## config.mk

```make
export PLATFORM = sky130hd
export DESIGN_NAME = orlr_hdr_fmt
export DESIGN_NICKNAME = d
export VERILOG_FILES = /design/src/hw/rtl/orlr_pkg.sv /design/src/hw/rtl/orlr_hdr_fmt.sv
export SDC_FILE = /design/constraint.sdc
export NUM_CORES = 1
export LEC_CHECK = 0
export BUFFER_PORTS_ARGS = -buffer_cell sky130_fd_sc_hd__clkbuf_2
export CORE_MARGIN = 1.5
export CORE_UTILIZATION = 38
export DETAILED_ROUTE_END_ITERATION = 8
export MAX_ROUTING_LAYER = met4
export PLACE_DENSITY = 0.9
export SLEW_MARGIN = 20
export SYNTH_ARGS = -nofsm -noshare
export SYNTH_HDL_FRONTEND = slang
export SYNTH_SLANG_ARGS = --single-unit
export TNS_END_PERCENT = 100
```

## constraint.sdc

```tcl
create_clock -name vclk -period 6.2
set_clock_uncertainty 0.2 [all_clocks]
set_input_delay 1.24 -clock vclk [all_inputs]
set_output_delay 1.24 -clock vclk [all_outputs]
set_load 0.1 [all_outputs]
```

## src/hw/rtl/orlr_pkg.sv

```systemverilog
`default_nettype none
package orlr_pkg;

	localparam int RING_BYTES  = 1024;
	localparam int PTR_W       = $clog2(RING_BYTES);
	localparam int FILL_W      = PTR_W + 1;
	localparam int HDR_BYTES   = 20;
	localparam int HIDX_W      = $clog2(HDR_BYTES);
	localparam int MIN_PAYLOAD = 4;
	localparam int NS_PER_US   = 1000;

	typedef logic [PTR_W-1:0]  ptr_t;
	typedef logic [FILL_W-1:0] fill_t;
	typedef logic [FILL_W:0]   sum_t;
	typedef logic [HIDX_W-1:0] hidx_t;
	typedef logic [16:0]       tot_t;

	typedef enum logic [1:0] {
		FN_BEGIN_WR  = 2'd0,
		FN_PAYLOAD   = 2'd1,
		FN_BEGIN_RD  = 2'd2,
		FN_READ_BYTE = 2'd3
	} orlr_func_t;

	typedef enum logic [2:0] {
		ST_OK        = 3'd0,
		ST_BAD_LEN   = 3'd1,
		ST_EMPTY     = 3'd2,
		ST_TOO_SMALL = 3'd3,
		ST_NO_OPEN   = 3'd4,
		ST_BUSY      = 3'd5
	} orlr_status_t;

	typedef struct packed {
		orlr_func_t  func;
		logic [9:0]  payload_len;
		logic [30:0] proc_id;
		logic [30:0] time_sec;
		logic [19:0] time_usec;
		logic [7:0]  data_in;
		logic [15:0] reader_capacity;
	} orlr_req_t;

	typedef struct packed {
		logic [2:0]  status;
		logic [7:0]  data_out;
		logic        last;
		logic [10:0] stored_bytes;
	} orlr_rsp_t;

	typedef struct packed {
		logic [9:0]  payload_len;
		logic [30:0] proc_id;
		logic [30:0] time_sec;
		logic [31:0] nsec;
	} orlr_hdr_t;

endpackage
`default_nettype wire

```

## src/hw/rtl/orlr_hdr_fmt.sv

```systemverilog
`default_nettype none
module orlr_hdr_fmt (
	input  orlr_pkg::orlr_hdr_t hdr,
	input  orlr_pkg::hidx_t     idx,
	output logic [7:0]          hdr_byte
);
	import orlr_pkg::*;

	logic [HDR_BYTES*8-1:0] flat;

	// little-endian: len, hdr size, pid, tid, sec, nsec
	assign flat = {hdr.nsec, 1'b0, hdr.time_sec, 32'd0, 1'b0, hdr.proc_id,
		16'(HDR_BYTES), 6'd0, hdr.payload_len};

	assign hdr_byte = 8'(flat >> {idx, 3'b000});

endmodule
`default_nettype wire
```

Word level (Yosys, flattened, before mapping)
Cells that the tools add are included.

operators by class
  shift-type cells = 1

operator list
  operator                                        number
  160-bit by 8-bit right shift with 8-bit output  1

word-level totals
  register bits = 0
  input port bits = 109
  output and inout bits = 8
  logic and storage cells = 1

Longest topological paths before layout
Gate-level depths: netlist of run 1.

  word-level depth = 1
  depth in mapped cells = 7
  depth with buffers taken out = 4

Worst setup path before layout of run 1
No wires, ideal clock.

  path type = input-to-output
  start point = in idx[0]
  end point = out hdr_byte[5]
  data arrival time = 3593 ps
  setup slack = 1167 ps
  stages on the path = 6
  buffers on the path = 2
  path through = buf_6 buf_6 or3_1 o22ai_1 a2111oi_0 a21oi_1

on the way
  cells in the longest elaborated chain, start to end = 1

RTL lines
  what                                            RTL line            RTL
  start, declared                                 orlr_hdr_fmt.sv:4   input orlr_pkg::hidx_t idx,
  160-bit by 8-bit right shift with 8-bit output  orlr_hdr_fmt.sv:15  assign hdr_byte = 8'(flat >> {idx, 3'b000});
  end, declared                                   orlr_hdr_fmt.sv:5   output logic [7:0] hdr_byte

Every way passes these cells.

Worst setup path in the final report of run 1
  start point = in idx[0]
  end point = out hdr_byte[3]

Same word-level chain as after synthesis.

==> results of run 1 <==
-- logic make-up (layout without fill, tap and decap cells) --
group,count (synthesis),after routing,share of synthesized area [%]
muxes,36,36,52.6
and+or+nand+nor,31,31,18.4
AOI/OAI and AO/OA,30,30,20.8
buffers and inverters,13,119,8.15
-- worst max path at each step --
stage	end	from	slack, ps
final	hdr_byte[3]	idx[0]	1280
after global placement	hdr_byte[7]	idx[0]	1310
after global routing	hdr_byte[5]	idx[0]	1040
after CTS	hdr_byte[3]	idx[0]	1290
after detailed placement	hdr_byte[7]	idx[0]	1290
after floorplan	hdr_byte[5]	idx[0]	1170
-- per-layer routing --
layer	global-route usage (%)	up-vias	wire length, um
met1	30.8	599	1430
met2	46.2	73	1850
met4	3.33	0	52
li1	-	667	-
met5	-	-	0
met3	1.37	6	249
-- cells in the final DEF, fill, tap and decap left out --
| master | instances |
|---|---|
| a31oi_1 | 2 |
| o21ai_0 | 1 |
| o21a_1 | 2 |
| mux4_1 | 1 |
| nand3b_1 | 3 |
| nor2b_4 | 1 |
| nand3_1 | 2 |
| a311oi_1 | 1 |
| and3_1 | 1 |
| or4b_1 | 1 |
| or3_1 | 3 |
| a2111oi_0 | 3 |
| clkbuf_2 | 117 |
| mux2_2 | 5 |
| o22ai_1 | 9 |
| a22o_1 | 3 |
| mux4_2 | 11 |
| o221ai_1 | 2 |
| nor2_1 | 7 |
| nand4b_1 | 1 |
| o21bai_1 | 2 |
| nor2b_1 | 5 |
| nand2b_1 | 2 |
| nand2_1 | 4 |
| or3b_2 | 1 |
| mux2i_1 | 18 |
| a21oi_1 | 5 |
| inv_1 | 2 |
| mux2_4 | 1 |
-- per-stage QoR --
step	hold WS, ps	std cells	util [%]
final	3040	246	62.5
after global routing	3070	246	62.5
after CTS	3030	246	62.5
after detailed placement	3020	246	62.5
after global placement	3010	246	62.5
after floorplan	2880	110	-
-- power by group --
group / internal (mW) / switching, mW
combinational: 0.0592 / 0.0776
clock: 0 / 0
sequential: 0 / 0
total: 0.0592 / 0.0776
-- layout make-up --
| type | count | area (sq um) | area share (%) |
|---|---|---|---|
| Multi-Input combinational cell | 97 | 917 | 59.3 |
| Timing Repair Buffer | 117 | 586 | 37.8 |
| Tap cell | 30 | 37.5 | 2.43 |
| Inverter | 2 | 7.51 | 0.485 |
-- Yosys cell counts, drive strengths merged (3+ instances only) --
master   number  share of area (%)
or3           3                1.9
o22ai         9                5.6
nor2b         6                4.5
nand2         4                1.5
a21oi         5                2.5
mux2          6                7.1
a2111oi       3                2.6
buf           8                6.3
mux4         12                 27
nor2          7                2.6
mux2i        18                 18
clkbuf        3                1.1
nand3b        3                2.3
a22o          3                2.6
-- critical path: stages --
cell and delay, ps:
clkbuf_2 720, mux2_4 350, a22o_1 230, a2111oi_0 450, a21oi_1 70, clkbuf_2 390
==> impl_summary.log, run 1 <==
INFO  metric start_util = 40.3%
INFO  metric synth.yosys.warnings = 0
INFO  metric detailedPlacementHpwl = 3.03 mm
INFO  metric final_nets = 327
INFO  metric grt_max_degree = 38
INFO  metric antenna_found_initial = 0
INFO  metric synth.cell_area = 998 sq um
INFO  metric max-vdd-ir-drop = 0.0000819 V
INFO  metric synthToLayoutAreaGrowth = 55.0%
INFO  metric slew_violations = 0
INFO  metric cts-hold-fix-buffers = 0
INFO  metric globalRouteTotalUtil = 25.1%
INFO  metric routed-via-count = 1,345
INFO  metric syn-mean-instance-area = 9.08 sq um
INFO  metric drc_marker_count_from_the_first_detailed_route_iteration = 11
INFO  metric tns = 0 ps
INFO  metric chipWidth = 54.3 um
INFO  metric placed_cell_area = 1550 sq um
INFO  metric fillers = 226
INFO  metric io-pin-count = 117
INFO  metric tmin_final = 4920 ps
INFO  metric power.total = 0.137 mW
INFO  metric portBuffers = 117
INFO  metric grt_pass1_wl = 5.33 mm
INFO  metric power.leakage = 0.834 nW
INFO  metric post_route_cells_drive_above_1_share = 63.0%
INFO  metric core_area = 2480 sq um
INFO  metric antenna_violating_nets_post_route = 0
INFO  metric maxClockFrequency = 203 MHz
INFO  metric worst_hold_path.num_cells = 3
INFO  metric detail_route.vias_per_cell = 5.47
INFO  metric diodes = 0
INFO  metric hold_path_startpoint = idx[3]
INFO  metric syn-num-nets = 219
INFO  metric critPathKind = primary input to output port
INFO  metric die_area = 2940 sq um
INFO  metric post-route-period-util = 79.3%
INFO  metric synth.lib_cells_used.distinct = 32
INFO  metric endpoint_kind = output port
INFO  metric hold_path_end = hdr_byte[6]
INFO  metric final-hold-violation-count = 0
INFO  metric relSlewSlack = 33.9%
INFO  metric synth.yosys.seq_area_share = 0%
INFO  metric seq_area = 0 sq um
INFO  metric timing.critical_path.arrival = 3480 ps
INFO  metric worst_pin_slew = 992 ps
INFO  metric cts_repair_resize_count = 0
INFO  metric class_of_the_most_critical_hold_timing_path = primary input to output port
INFO  metric num-clock-buffers = 0
INFO  metric row_count = 18
INFO  metric finalWirelength = 3.58 mm
INFO  metric wl_per_cell = 14.5 um
INFO  metric worst_ep_required_time = 4760 ps
INFO  metric place_congestion = 0.829
INFO  metric stdcell_area = 1550 sq um
INFO  metric drc = 0
INFO  metric nFlopsAndLatches = 0
INFO  metric grt_pass1_vias = 1,218
INFO  metric drt-pass1-iter-count = 4
INFO  metric run_status = complete, no violations
INFO  metric dpl_worst_slack = 1290 ps
INFO  metric syn-instance-count = 110
INFO  metric maxCapViolCount = 0
INFO  metric power.density_cell_area = 88.4 nW/um^2
INFO  metric worst_setup_sp_type = primary input
INFO  metric timing.critical_path.fanout_max = 37
INFO  metric timing.final.ws_setup = 1280 ps
INFO  metric finalSetupViolCount = 0
INFO  metric die_h = 54.3 um
INFO  metric grt_overflow = 0
INFO  metric setup_repair_bufs_after_cts = 0
INFO  metric rsz0062_at_grt = false
No activity file was read; power rests on OpenSTA's default activity.
==> inputs of run 2 (changes only) <==
- CORE_UTILIZATION: 38 -> 32
- PLACE_DENSITY: 0.9 -> 0.81
- clock period: 6.2 -> 4 ns (I/O delays scaled with it)
==> impl_summary.log, run 2 (synthesized netlist as in run 1, its figures left out) <==
INFO  metric timing.final.ws_setup = 270 ps (was 1280 ps)
INFO  metric relSlewSlack = 59.3% (was 33.9%)
INFO  metric post-route-period-util = 93.2%
INFO  metric final-hold-violation-count = 0 (unchanged)
INFO  metric endpoint_kind = output port (unchanged)
INFO  metric row_count = 20 (was 18)
INFO  metric die_area = 3460 sq um (was 2940 sq um)
INFO  metric finalWirelength = 3.50 mm (was 3.58 mm)
INFO  metric hold_path_end = hdr_byte[5] (was hdr_byte[6])
INFO  metric worst_ep_required_time = 3000 ps (was 4760 ps)
INFO  metric rsz0062_at_grt = false (unchanged)
INFO  metric power.total = 0.242 mW (was 0.137 mW)
INFO  metric synthToLayoutAreaGrowth = 69.4% (was 55.0%)
INFO  metric max-vdd-ir-drop = 0.0000492 V (was 0.0000819 V)
INFO  metric maxCapViolCount = 0 (unchanged)
INFO  metric globalRouteMet3Util = 1.76% (was 1.37%)
INFO  metric class_of_the_most_critical_hold_timing_path = primary input to output port (unchanged)
INFO  metric layout.cells.most_common_list = clkbuf_2, mux2i_1, mux4_2 (unchanged)
INFO  metric power.density_cell_area = 143 nW/um^2 (was 88.4 nW/um^2)
INFO  metric worst_hold_path.num_cells = 3 (unchanged)
INFO  metric chipWidth = 58.9 um (was 54.3 um)
INFO  metric detail_route.vias_per_cell = 5.42 (was 5.47)
INFO  metric drc_marker_count_from_the_first_detailed_route_iteration = 80 (was 11)
INFO  metric slew_violations = 0 (unchanged)
INFO  metric drc = 0 (unchanged)
INFO  metric run_status = complete, no violations (unchanged)
INFO  metric cp_top_family = buffers and inverters (unchanged)
INFO  metric grt_max_degree = 27 (was 38)
INFO  metric worst_setup_sp_type = primary input (unchanged)
INFO  metric final_nets = 329 (was 327)
INFO  metric grt_pass1_wl = 5.32 mm (was 5.33 mm)
INFO  metric die_h = 58.9 um (was 54.3 um)
INFO  metric cts-hold-fix-buffers = 0 (unchanged)
INFO  metric diodes = 0 (unchanged)
INFO  metric most_common_cell_after_layout_fill_and_taps_aside = clkbuf_2 (unchanged)
INFO  metric tmin_final = 3730 ps
INFO  metric globalRouteTotalUtil = 19.4% (was 25.1%)
INFO  metric timing.critical_path.arrival = 2730 ps (was 3480 ps)
INFO  metric critPathKind = primary input to output port (unchanged)
INFO  metric io-pin-count = 117 (unchanged)
INFO  metric fillers = 282 (was 226)
INFO  metric detailedPlacementHpwl = 3.00 mm (was 3.03 mm)
INFO  metric hold_path_startpoint = idx[3] (unchanged)
INFO  metric core_area = 3000 sq um (was 2480 sq um)
INFO  metric antenna_violating_nets_post_route = 0 (unchanged)
INFO  metric global_route.usage.met2 = 36.0% (was 46.2%)
INFO  metric worst_pin_slew = 596 ps (was 992 ps)
INFO  metric dp.cells = 251 (was 246)
INFO  metric use_met1 = 22.3% (was 30.8%)
INFO  metric routed-via-count = 1,361 (was 1,345)
INFO  metric portBuffers = 117 (unchanged)
INFO  metric post_route_cells_drive_above_1_share = 65.1% (was 63.0%)
INFO  metric antenna_found_initial = 0 (unchanged)
INFO  metric tns = 0 ps (unchanged)
INFO  metric place_congestion = 0.860 (was 0.829)
INFO  metric grt_pass1_vias = 1,314 (was 1,218)
INFO  metric seq_area = 0 sq um (unchanged)
INFO  metric setup_repair_bufs_after_cts = 0 (unchanged)
INFO  metric final_cell_count_no_fill = 251 (was 246)
INFO  metric drt-pass1-iter-count = 4 (unchanged)
INFO  metric wl_per_cell = 14.0 um (was 14.5 um)
INFO  metric stdcell_area = 1690 sq um (was 1550 sq um)
INFO  metric series_of_cell_instances_along_the_critical_path = clkbuf_2, buf_4, mux2i_1, o22ai_1, a2111oi_0, a21oi_2, buf_12 (was clkbuf_2, mux2_4, a22o_1, a2111oi_0, a21oi_1, clkbuf_2)
INFO  metric finalSetupViolCount = 0 (unchanged)
INFO  metric placed_cell_area = 1690 sq um (was 1550 sq um)
INFO  metric cp_num_buf_inv = 3 (was 2)
INFO  metric num-clock-buffers = 0 (unchanged)
INFO  metric grt_overflow = 0 (unchanged)
INFO  metric grt_most_used_layer = met2 (unchanged)
INFO  metric timing.critical_path.fanout_max = 26 (was 37)
INFO  metric maxClockFrequency = 268 MHz
INFO  metric start_util = 33.3% (was 40.3%)
INFO  metric cts_repair_resize_count = 0 (unchanged)
INFO  metric nFlopsAndLatches = 0 (unchanged)
INFO  metric cpMaxStageDelayCell = a2111oi_0 (was clkbuf_2)
INFO  metric power.leakage = 0.877 nW (was 0.834 nW)
INFO  metric dpl_worst_slack = 282 ps (was 1290 ps)
INFO  metric critPathMaxStageDelay = 580 ps (was 720 ps)
[run 2: cell type report]
cell class,count,area (sq um),share of cell area (%)
well taps,33,41.3,2.44
inverters,2,7.51,0.444
multi-input cells,97,937,55.4
repair buffers,119,706,41.7
[run 2: tightest hold or removal path: stages]
cell and delay (ps):
clkbuf_2 300, a21oi_2 120, buf_12 160
[run 2: routing by layer]
layer  wire length, um  vias up
met3               262       10
met2              1790       68
met4                91        0
met5                 0        -
met1              1360      617
li1                  -      666
[run 2: how the worst max path moves through the flow]
stage               startpoint           to  slack (ps)  depth (start not counted)
floorplan               idx[0]  hdr_byte[6]        -150                          6
global placement        idx[0]  hdr_byte[7]         400                          7
detailed placement      idx[0]  hdr_byte[3]         280                          7
CTS                     idx[0]  hdr_byte[3]         250                          7
global route            idx[0]  hdr_byte[3]         160                          7
finish                  idx[0]  hdr_byte[3]         270                          7
[run 2: where the power goes]
group / total [mW] / internal (mW) / switching (mW) / leakage, nW
combinational: 0.242 / 0.115 / 0.127 / 0.877
sequential: 0 / 0 / 0 / 0
clock: 0 / 0 / 0 / 0
total: 0.242 / 0.115 / 0.127 / 0.877
[run 2: through the flow]
stage	utilization, %	hold slack [ps]
CTS	56.3	2000
global route	56.3	2030
floorplan	-	1820
global placement	56.3	1990
finish	56.3	1990
detailed placement	56.3	2000
